<file path="config.mk">
export PLATFORM = sky130hd
export DESIGN_NAME = foah_queue
export DESIGN_NICKNAME = d
export VERILOG_FILES = /design/src/hdl/foah_pkg.sv /design/src/hdl/foah_queue.sv
export SDC_FILE = /design/constraint.sdc
export NUM_CORES = 1
export LEC_CHECK = 0
export ABC_AREA = 0
export BUFFER_PORTS_ARGS = -buffer_cell sky130_fd_sc_hd__clkbuf_2
export CAP_MARGIN = 20
export CELL_PAD_IN_SITES_DETAIL_PLACEMENT = 1
export CELL_PAD_IN_SITES_GLOBAL_PLACEMENT = 1
export CORE_UTILIZATION = 30
export CTS_CLUSTER_DIAMETER = 150
export CTS_CLUSTER_SIZE = 40
export DETAILED_ROUTE_END_ITERATION = 7
export PLACE_DENSITY_LB_ADDON = 0.15
export SLEW_MARGIN = 5
export SYNTH_ARGS = -nofsm -noshare
export SYNTH_HDL_FRONTEND = slang
export SYNTH_SLANG_ARGS = --single-unit
</file>
<file path="constraint.sdc">
create_clock -name aclk -period 8.3 [get_ports aclk]
set_input_delay 1.66 -clock aclk [delete_from_list [all_inputs] [get_ports aclk]]
set_output_delay 1.66 -clock aclk [all_outputs]
set_load 0.005 [all_outputs]
</file>
<file path="src/hdl/foah_pkg.sv">
// shared types, constants and elaboration-time table math for the facet histogram
`timescale 1ns / 1ps
package foah_pkg;

    localparam int NRM_W   = 16;
    localparam int CRD_W   = 32;
    localparam int BIN_W   = 6;
    localparam int AREA_W  = 48;
    localparam int TOTAL_W = 64;

    localparam logic [63:0] PI_Q62 = 64'hC90FDAA22168C235;
    localparam logic [AREA_W-1:0] AREA_MAX = {AREA_W{1'b1}};

    // one triangle's vertices
    typedef struct packed {
        logic [CRD_W-1:0] a_x;
        logic [CRD_W-1:0] a_y;
        logic [CRD_W-1:0] a_z;
        logic [CRD_W-1:0] b_x;
        logic [CRD_W-1:0] b_y;
        logic [CRD_W-1:0] b_z;
        logic [CRD_W-1:0] c_x;
        logic [CRD_W-1:0] c_y;
        logic [CRD_W-1:0] c_z;
    } vtx_t;

    // classified triangle waiting for the accumulate stage
    typedef struct packed {
        logic [BIN_W-1:0]  bin;
        logic [AREA_W-1:0] area;
    } qent_t;

    // restoring long division, used only for constant tables
    function automatic logic [127:0] udiv128(input logic [127:0] n, input logic [127:0] dv);
        logic [127:0] q;
        logic [127:0] r;
        q = '0;
        r = '0;
        for (int i = 127; i >= 0; i--) begin
            r = {r[126:0], n[i]};
            if (r >= dv) begin
                r = r - dv;
                q[i] = 1'b1;
            end
        end
        return q;
    endfunction

    function automatic logic [63:0] mul_q62(input logic [63:0] a, input logic [63:0] b);
        logic [127:0] pr;
        pr = {64'b0, a} * {64'b0, b};
        return pr[125:62];
    endfunction

    // squared sine of the midpoint angle 90*p/d degrees, Q2.62
    function automatic logic [63:0] mid_sin_sq(input int unsigned p, input int unsigned d);
        logic [127:0] w;
        logic [63:0]  x;
        logic [63:0]  x2;
        logic [63:0]  term;
        logic [63:0]  sum;
        logic [63:0]  s;
        if (p == 0) return 64'd0;
        if (3 * p == d) return 64'd1 << 60;
        if (2 * p == d) return 64'd1 << 61;
        if (3 * p == 2 * d) return 64'd3 << 60;
        w    = udiv128({64'b0, PI_Q62} * 128'(p), 128'(2 * d));
        x    = w[63:0];
        x2   = mul_q62(x, x);
        term = x;
        sum  = x;
        for (int k = 1; k <= 13; k++) begin
            w    = udiv128({64'b0, mul_q62(term, x2)}, 128'((2 * k) * (2 * k + 1)));
            term = w[63:0];
            if ((k % 2) == 1) sum = sum - term;
            else sum = sum + term;
        end
        s = mul_q62(sum, sum);
        return (s > (64'd1 << 62)) ? (64'd1 << 62) : s;
    endfunction

endpackage

</file>
<file path="src/hdl/foah_queue.sv">
// two-entry queue between the classify front and the accumulate back
`timescale 1ns / 1ps
module foah_queue (
    input  logic             aclk,
    input  logic             aresetn,
    input  logic             push,
    input  foah_pkg::qent_t  wr_ent,
    output logic             full,
    input  logic             pop,
    output logic             empty,
    output foah_pkg::qent_t  rd_ent
);
    localparam int DEPTH = 2;

    foah_pkg::qent_t ent_reg [DEPTH];
    logic       wr_ptr_reg, rd_ptr_reg;
    logic [1:0] cnt_reg;

    always_ff @(posedge aclk) begin
        if (!aresetn) begin
            wr_ptr_reg <= 1'b0;
            rd_ptr_reg <= 1'b0;
            cnt_reg    <= '0;
        end else begin
            if (push) begin
                ent_reg[wr_ptr_reg] <= wr_ent;
                wr_ptr_reg <= ~wr_ptr_reg;
            end
            if (pop) rd_ptr_reg <= ~rd_ptr_reg;
            if (push && !pop) cnt_reg <= cnt_reg + 1'b1;
            else if (pop && !push) cnt_reg <= cnt_reg - 1'b1;
        end
    end

    assign full   = (cnt_reg == 2'(DEPTH));
    assign empty  = (cnt_reg == 2'd0);
    assign rd_ent = ent_reg[rd_ptr_reg];

endmodule

</file>
==> run metrics <==
n_diodes 0; Yosys cell types 17; Cell Area, Synth between 4000 and 5000 sq um; DRT Pass-1 Iters 3; IO Pins 114; Total Routing Usage GR between 10% and 20%; hold_buf cts 0; Fin. Hold Viols 0; H-tree Lvls 4; mux cell area share after synthesis 14.71%; Synth Area in Adders less than 1%; period utilization 44.38%; clk_skew slightly below 0.006 ns; status finished, final reports clean; post-route ant nets 0; row count between 40 and 50; pins over their slew limit 0; Syn. warnings 0; crit end category output port; Max Fclk between 0.2 and 0.3 GHz; Post-DP Area slightly below 5000 sq um; Worst Tran Pin Value between 0.7 and 0.8 ns; R2R Setup Slk 6.38 ns; XOR/XNOR share of the synthesized area less than 1%; clock buffer depth 2; Synth Register Bits approximately 110; first-pass GRT wire length ~13000 um; post-cts resize count 0; fin crit period 3.683 ns; most frequent cells after synthesis edfxtp_1, mux2_2, buf_6, dfxtp_1, and2_1; pwr/cell area roughly 270 nW/um^2; largest family of logic cells by synthesized area multiplexers; Critical Path RT around 6.6 ns; Core Region between 10000 and 15000 sq um; top cell type's share of synthesized area roughly 78%; post-route cell area ~5500 sq um; Final Wtd Congestion between 0.6 and 0.7; WL final ~7900 um; Chip Height roughly 120 um; max-cap viol count 0; final total power around 1.5 mW; initial antenna violation count 0; Setup Crit Path Kind flop to output port; Synth Area in Compound Gates less than 1%; Post-Place Cells roughly 480; worst vdd ir 0.0001207 V; CTS tree yes; routed len/inst 15.55 um; Simple-Gate Fraction of Synth Area around 1.4%; Post-CTS Setup Bufs 0; most frequent cell after synthesis edfxtp_1; Initial Util 30.97%; Post-Syn Instances 191; unrepaired setup endpoints after global routing false; clock-pin slew on the worst setup and hold paths roughly 0.050 ns; Final nets around 380; Logic pwr share under 10%; area leader, netlist edfxtp_1; final non-filler cell total around 510; worst-path maximum fanout 45; Mapped Nets between 200 and 300; Die X approximately 120 um; IO Port Bufs between 100 and 150; switching part of the total roughly a fifth; cts bufs inserted 17; worst setup margin 4.617 ns; synth top area cells edfxtp_1, mux2_2, dfxtp_1; grt total ovfl 0; clock group share of total power between 40% and 50%; switching pwr approximately 0.29 mW; largest net degree at the start of global routing between 40 and 50; Avg Cell Area, Syn about 22 sq um; Flop pwr share between 40% and 50%; WHS 0.5070 ns; worst-skew pair later-pin latency roughly 0.4 ns; Finish-stage setup viols 0; die area between 10000 and 15000 sq um; vias post-DR 2167; Post-synth EDFFs roughly 110; utilization after layout slightly above 40%; proportion of layout cells with a drive suffix above 1 between 60% and 70%; critical path launch point type flop; clock sink total 113; worst hold path class flop to flop; Area Growth Syn to Fin 32.60%; initial drt markers 85; Int Pwr 1.188 mW; Leak Pwr 2.074 nW; total negative slack 0 ns; ys async rst share 0%; vias in the first global route 2373; sequential fraction of the synthesis area between 80% and 90%; clock root cell clkbuf_16; routed vias/inst about 4.3; Worst EP arrival roughly 2.0 ns; ys flop type edfxtp_1; Largest register FFs between 100 and 150; DRC viols 0; Max-slew headroom roughly half; pre-CTS setup slack a little under 5 ns
[cell type report]
class | count | area [sq um]
well taps | 176 | 220.2
repair buffers | 116 | 588.1
clock buffers | 27 | 513.0
clock inverters | 5 | 77.57
inverters | 1 | 3.754
fillers | 1327 | 7866
flip-flops and latches | 113 | 3344
multi-input cells | 71 | 734.5
[metal layers]
layer,GRT usage (%),up-vias,wire length (um)
met5,0,-,0
met4,6.797,0,154
met3,6.274,15,642
met2,18.86,83,3819
met1,13.78,1063,3297
li1,-,1006,-
[cells in the final DEF, fill, tap and decap left out]
cell type / synthesis / routed
clkbuf_2: 0 / 113
edfxtp_1: 108 / 108
mux2_2: 54 / 54
clkbuf_16: 0 / 17
clkbuf_1: 0 / 5
clkbuf_8: 0 / 5
and2_1: 4 / 4
dfxtp_1: 5 / 4
xor2_1: 3 / 3
buf_4: 0 / 3
bufinv_16: 0 / 2
clkinv_2: 0 / 2
and2b_2: 1 / 1
nor2_1: 2 / 1
and3_2: 0 / 1
inv_1: 1 / 1
nand2_1: 1 / 1
nor2_4: 0 / 1
xnor2_1: 1 / 1
o21ai_0: 1 / 1
or3_1: 1 / 1
a21boi_1: 1 / 1
ha_1: 1 / 1
dfxtp_2: 0 / 1
clkinvlp_4: 0 / 1
[critical path: stages (launching register included)]
cell      delay [ns]
dfxtp_2         0.47
buf_4           0.59
mux2_2          0.42
clkbuf_2        0.12
[power groups by stage]
stage	Sequential, mW	Combinational [mW]	Clock, mW
3_3_place_gp	0.670	0.110	0
6_report	0.660	0.107	0.706
3_5_place_dp	0.672	0.110	0
2_1_floorplan	0.669	0.0608	0
4_1_cts	0.661	0.111	0.728
5_1_grt	0.663	0.118	0.750
[logic make-up after synthesis]
family / count (synthesis)
fa+ha+maj: 1
buf+inv: 7
xor+xnor: 4
simple gates: 10
compound gates: 2
mux: 54
flops: 113
[path summary, 6_finish.rpt]
path / startpoint / depth (start not counted) / to
worst min register to register: cnt_reg[1]$_SDFFE_PN0P_ / 2 / cnt_reg[1]$_SDFFE_PN0P_
worst max-delay path: flop / 3 / rd_ent[51]
worst max register to register: wr_ptr_reg$_SDFFE_PN0P_ / 2 / ent_reg[1][36]$_DFFE_PP_
worst min-delay path: cnt_reg[1]$_SDFFE_PN0P_ / 2 / cnt_reg[1]$_SDFFE_PN0P_
(Power assumes the default switching activity.)
