==> src/hdl/foah_pkg.sv <==
// shared types, constants and elaboration-time table math for the facet histogram
`timescale 1ns / 1ps
package foah_pkg;

    localparam int NRM_W   = 16;
    localparam int CRD_W   = 32;
    localparam int BIN_W   = 6;
    localparam int AREA_W  = 48;
    localparam int TOTAL_W = 64;

    localparam logic [63:0] PI_Q62 = 64'hC90FDAA22168C235;
    localparam logic [AREA_W-1:0] AREA_MAX = {AREA_W{1'b1}};

    // one triangle's vertices
    typedef struct packed {
        logic [CRD_W-1:0] a_x;
        logic [CRD_W-1:0] a_y;
        logic [CRD_W-1:0] a_z;
        logic [CRD_W-1:0] b_x;
        logic [CRD_W-1:0] b_y;
        logic [CRD_W-1:0] b_z;
        logic [CRD_W-1:0] c_x;
        logic [CRD_W-1:0] c_y;
        logic [CRD_W-1:0] c_z;
    } vtx_t;

    // classified triangle waiting for the accumulate stage
    typedef struct packed {
        logic [BIN_W-1:0]  bin;
        logic [AREA_W-1:0] area;
    } qent_t;

    // restoring long division, used only for constant tables
    function automatic logic [127:0] udiv128(input logic [127:0] n, input logic [127:0] dv);
        logic [127:0] q;
        logic [127:0] r;
        q = '0;
        r = '0;
        for (int i = 127; i >= 0; i--) begin
            r = {r[126:0], n[i]};
            if (r >= dv) begin
                r = r - dv;
                q[i] = 1'b1;
            end
        end
        return q;
    endfunction

    function automatic logic [63:0] mul_q62(input logic [63:0] a, input logic [63:0] b);
        logic [127:0] pr;
        pr = {64'b0, a} * {64'b0, b};
        return pr[125:62];
    endfunction

    // squared sine of the midpoint angle 90*p/d degrees, Q2.62
    function automatic logic [63:0] mid_sin_sq(input int unsigned p, input int unsigned d);
        logic [127:0] w;
        logic [63:0]  x;
        logic [63:0]  x2;
        logic [63:0]  term;
        logic [63:0]  sum;
        logic [63:0]  s;
        if (p == 0) return 64'd0;
        if (3 * p == d) return 64'd1 << 60;
        if (2 * p == d) return 64'd1 << 61;
        if (3 * p == 2 * d) return 64'd3 << 60;
        w    = udiv128({64'b0, PI_Q62} * 128'(p), 128'(2 * d));
        x    = w[63:0];
        x2   = mul_q62(x, x);
        term = x;
        sum  = x;
        for (int k = 1; k <= 13; k++) begin
            w    = udiv128({64'b0, mul_q62(term, x2)}, 128'((2 * k) * (2 * k + 1)));
            term = w[63:0];
            if ((k % 2) == 1) sum = sum - term;
            else sum = sum + term;
        end
        s = mul_q62(sum, sum);
        return (s > (64'd1 << 62)) ? (64'd1 << 62) : s;
    endfunction

endpackage

==> src/hdl/foah_back.sv <==
// per-bin totals: read-modify-write with saturating add and output register
`timescale 1ns / 1ps
module foah_back #(
    parameter int BINS = 37
) (
    input  logic                            aclk,
    input  logic                            aresetn,
    input  logic                            q_empty,
    input  foah_pkg::qent_t                 q_ent,
    output logic                            q_pop,
    output logic                            m_valid,
    input  logic                            m_ready,
    output logic [foah_pkg::BIN_W-1:0]      m_bin_index,
    output logic [foah_pkg::AREA_W-1:0]     m_triangle_area,
    output logic [foah_pkg::TOTAL_W-1:0]    m_bin_total
);
    localparam int IW = $clog2(BINS);

    typedef enum logic [1:0] {B_IDLE, B_READ, B_ADD} bst_t;

    bst_t            st_reg;
    foah_pkg::qent_t cur_reg;
    logic [foah_pkg::TOTAL_W-1:0] mem [BINS];
    logic [foah_pkg::TOTAL_W-1:0] rdata_reg;
    logic [BINS-1:0] vld_reg;
    logic            rvld_reg;
    logic            wr_en;
    logic [IW-1:0]   idx;
    logic [foah_pkg::TOTAL_W:0]   sum;
    logic [foah_pkg::TOTAL_W-1:0] old_tot, new_tot;
    logic            out_vld_reg;

    assign idx     = cur_reg.bin[IW-1:0];
    assign old_tot = rvld_reg ? rdata_reg : '0;
    assign sum     = {1'b0, old_tot} + {{(foah_pkg::TOTAL_W-foah_pkg::AREA_W+1){1'b0}},
                                        cur_reg.area};
    assign new_tot = sum[foah_pkg::TOTAL_W] ? {foah_pkg::TOTAL_W{1'b1}}
                                             : sum[foah_pkg::TOTAL_W-1:0];
    assign wr_en   = (st_reg == B_ADD) && (!out_vld_reg || m_ready);
    assign q_pop   = (st_reg == B_IDLE) && !q_empty;

    always_ff @(posedge aclk) begin
        if (wr_en) mem[idx] <= new_tot;
        if (st_reg == B_READ) rdata_reg <= mem[idx];
    end

    always_ff @(posedge aclk) begin
        if (!aresetn) begin
            st_reg      <= B_IDLE;
            vld_reg     <= '0;
            rvld_reg    <= 1'b0;
            out_vld_reg <= 1'b0;
        end else begin
            if (out_vld_reg && m_ready && !wr_en) out_vld_reg <= 1'b0;
            unique case (st_reg)
                B_IDLE: begin
                    if (!q_empty) begin
                        cur_reg <= q_ent;
                        st_reg  <= B_READ;
                    end
                end
                B_READ: begin
                    rvld_reg <= vld_reg[idx];
                    st_reg   <= B_ADD;
                end
                B_ADD: begin
                    if (wr_en) begin
                        vld_reg[idx]    <= 1'b1;
                        out_vld_reg     <= 1'b1;
                        m_bin_index     <= cur_reg.bin;
                        m_triangle_area <= cur_reg.area;
                        m_bin_total     <= new_tot;
                        st_reg          <= B_IDLE;
                    end
                end
                default: st_reg <= B_IDLE;
            endcase
        end
    end

    assign m_valid = out_vld_reg;

endmodule

==> config.mk <==
export PLATFORM = sky130hd
export DESIGN_NAME = foah_back
export DESIGN_NICKNAME = d
export VERILOG_FILES = /design/src/hdl/foah_pkg.sv /design/src/hdl/foah_back.sv
export SDC_FILE = /design/constraint.sdc
export NUM_CORES = 2
export LEC_CHECK = 0
export BUFFER_PORTS_ARGS = -buffer_cell sky130_fd_sc_hd__buf_4
export CAP_MARGIN = 40
export CORE_ASPECT_RATIO = 0.75
export CORE_MARGIN = 2
export CORE_UTILIZATION = 40
export CTS_CLUSTER_DIAMETER = 200
export DETAILED_ROUTE_END_ITERATION = 16
export PLACE_DENSITY = 0.64
export SETUP_SLACK_MARGIN = 0.5
export SKIP_CTS_REPAIR_TIMING = 1
export SLEW_MARGIN = 30
export SYNTH_ARGS = -nofsm -noshare
export SYNTH_HDL_FRONTEND = slang
export SYNTH_SLANG_ARGS = --single-unit
==> constraint.sdc <==
create_clock -name aclk -period 6.3 [get_ports aclk]
set_input_delay 0 -clock aclk [delete_from_list [all_inputs] [get_ports aclk]]
set_output_delay 0 -clock aclk [all_outputs]
set_load 0.05 [all_outputs]
==> metrics <==
status completed; PwrDens roughly 310 nW/um^2; fin crit share 86.9%; via count 59,500; Routed wire per std cell about 34 um; initial antenna violation count 15; most frequent cell after synthesis edfxtp_1; core area 244,000 um^2; vias in the first global route ~55,000; largest net degree at the start of global routing 120; combinational power share 4.8%; Flop pwr share 55.2%; fmax 0.183 GHz; Worst EP required 6890 ps; die area approximately 250,000 um^2; Yosys warnings 0; hold_ws 17.7 ps; Crit Reg-Reg Endpoint mem[27][30]; Overall Global Routing Usage 24.9%; setup_tns 0 ps; DRT iter0 DRCs about 10,000; Ports approximately 180; CP top delay family compound AO/OA/AOI/OAI gates; Top Usage Layer GRT met2; CP startpoint rvld_reg; r2r worst-path depth 14; Pre-Repair DR Iteration Count 6; cells along the critical path buf_16 -> and2_1 -> ha_1 -> fa_1 -> a211oi_1 -> o21ai_2 -> nand3_2 -> a31oi_4 -> a31oi_1 -> a21o_1 -> nand2b_2 -> buf_12 -> nand2_1 -> buf_6; EDFF count, synth 2,604; Area after DPL between 100,000 and 150,000 um^2; switching share of power 21.4%; worst flop-to-flop path startpoint rvld_reg; fin. max-slew vios 0; number of buffers created by CTS 232; Slew @ Worst Pin 1050 ps; sequential area share after synthesis 80.4%; delay of the slowest critical-path stage 710 ps; CTS sink count between 2,000 and 3,000; worst skew pair latency 890 ps; RD Place Congestion 0.919; switching pwr 7620 uW; Int Power 28,000 uW; proportion of layout cells with a drive suffix above 1 13.9%; Die X 576 um; CP max stage cell a21o_1; relative slew slack 30.3%; met1 usage 36.5%; Final Hold Fails 0; maxcap violations 0; R2R setup slack 820 ps; NumNets Final 6,034; worst vdd ir 0.000259 V; clock root cell clkbuf_16; number of buffers added on ports 177; flop and latch count out of synthesis 2,645; Clock transition at path regs 60 ps; TritonCTS clock tree done; area leader, netlist edfxtp_1; Synth top cells by count edfxtp_1 (2,604), a22oi_1 (721), clkbuf_1 (289); Filler cells 20,200; Synth cell types 68; CTS max path bufs 4; endpoints failing setup 0; grt met3 use 6.10%; largest cells by area after synthesis edfxtp_1 (80%), a22oi_1 (5.5%), a221oi_1 (1.8%); Synth Instances 5,521; grt ovf 0; CP Max Fanout 26; first-pass GRT wire length between 400,000 and 500,000 um; row cnt 157; Synth Area per Inst 17.8 um^2; Leakage Power 0.0357 uW; initial core utilization 40.3%; Crit path arrival time 6070 ps; placed insts 8,831; Area Overhead vs Synth 16.2%; Die H 433 um; Net Count, Synth roughly 5,600; Tmin final 5480 ps; via density per instance around 6.3; H-tree levels 4; Worst path depth 14; met2 Usage GRT 36.9%; Post-Route WL 321,000 um; max reg flops 2,368; Detailed Place HPWL 166,000 um; final instance area 114,000 um^2; crit path to mem[27][30]; prevailing post-synth register cell edfxtp_1; antenna cells 0; CP Launch Type flip-flop; Detail Route Antenna Nets 0; DRC 0; Yosys top cell area share 79.6%; Layout Cells excl Fill around 9,400; Crit Path Category flip-flop to flip-flop; RSZ-0062 raised after global routing false; clock share of power 40.0%; Crit. End Element flip-flop; asr flop ratio synth 0%; Crit path buffers/inverters 3; Syn Std Cell Area 98,300 um^2; Clock Skew 50.6 ps; HP Class input port to flip-flop
-- how the worst min path moves through the flow --
stage / slack, ps / endpoint / depth (start not counted) / start
CTS: -740 / cur_reg[44] / 1 / q_ent[44]
global route: 10 / m_valid / 4 / m_ready
floorplan: 100 / cur_reg[0] / 0 / q_ent[0]
finish: 20 / m_valid / 4 / m_ready
detailed placement: 180 / cur_reg[22] / 1 / q_ent[22]
global placement: 180 / cur_reg[46] / 1 / q_ent[46]
-- power by group through the flow --
stage | clock, uW | sequential, uW | combinational [uW]
after floorplan | 0 | 20100 | 852
after global placement | 0 | 20000 | 1530
after detailed placement | 0 | 20000 | 1590
after CTS | 14300 | 19700 | 1600
after global routing | 15000 | 19700 | 1800
final | 14200 | 19700 | 1710
-- through the flow --
step | setup WS, ps | total power [uW] | util (%)
CTS | 812 | 35600 | 46.2
global route | 617 | 36500 | 46.8
finish | 822 | 35600 | 46.8
floorplan | 1160 | 20900 | -
global placement | 968 | 21600 | 43.0
detailed placement | 845 | 21600 | 43.2
-- routing by layer --
metal	vias to the layer above	share of wire, %
li1	23900	-
met5	-	0.012
met2	4401	44
met1	30600	40
met4	6	3.1
met3	600	14
-- area by class of cell --
type                    count  area (um^2)  share of cell area [%]
flip-flops and latches   2645        79000                    69.2
multi-input cells        2495        18200                    16.0
clock buffers             273         6000                    5.25
repair buffers            543         5400                    4.73
well taps                3259         4080                    3.57
clock inverters           151         1470                    1.29
inverters                  10         37.5                  0.0329
-- placed cells by master, fill, tap and decap left out, drive strengths merged, types with 112 or more instances in the layout --
cell,synthesis,final
edfxtp,2604,2604
a22oi,721,721
buf,82,431
clkbuf,289,273
nand4,210,210
a221oi,200,200
a22o,191,191
o21ai,164,164
nor2,153,153
a21oi,133,133
dlygate4sd3,0,112
-- cells by family after synthesis --
| kind of cell | Yosys count | synth area share, % |
|---|---|---|
| flip-flops | 2645 | 80.4 |
| AO/OA/AOI/OAI | 1659 | 12.5 |
| AND/OR/NAND/NOR | 673 | 3.80 |
| buffers and inverters | 381 | 1.52 |
| multiplexers | 67 | 0.684 |
| adder cells (fa/ha/maj) | 49 | 0.631 |
| XOR/XNOR | 47 | 0.419 |
-- worst min-delay path, cell delays in order --
cell	delay, ps
dlygate4sd3_1	530
buf_4	100
nand2b_1	140
a21boi_0	90
(Power assumes the default switching activity.)
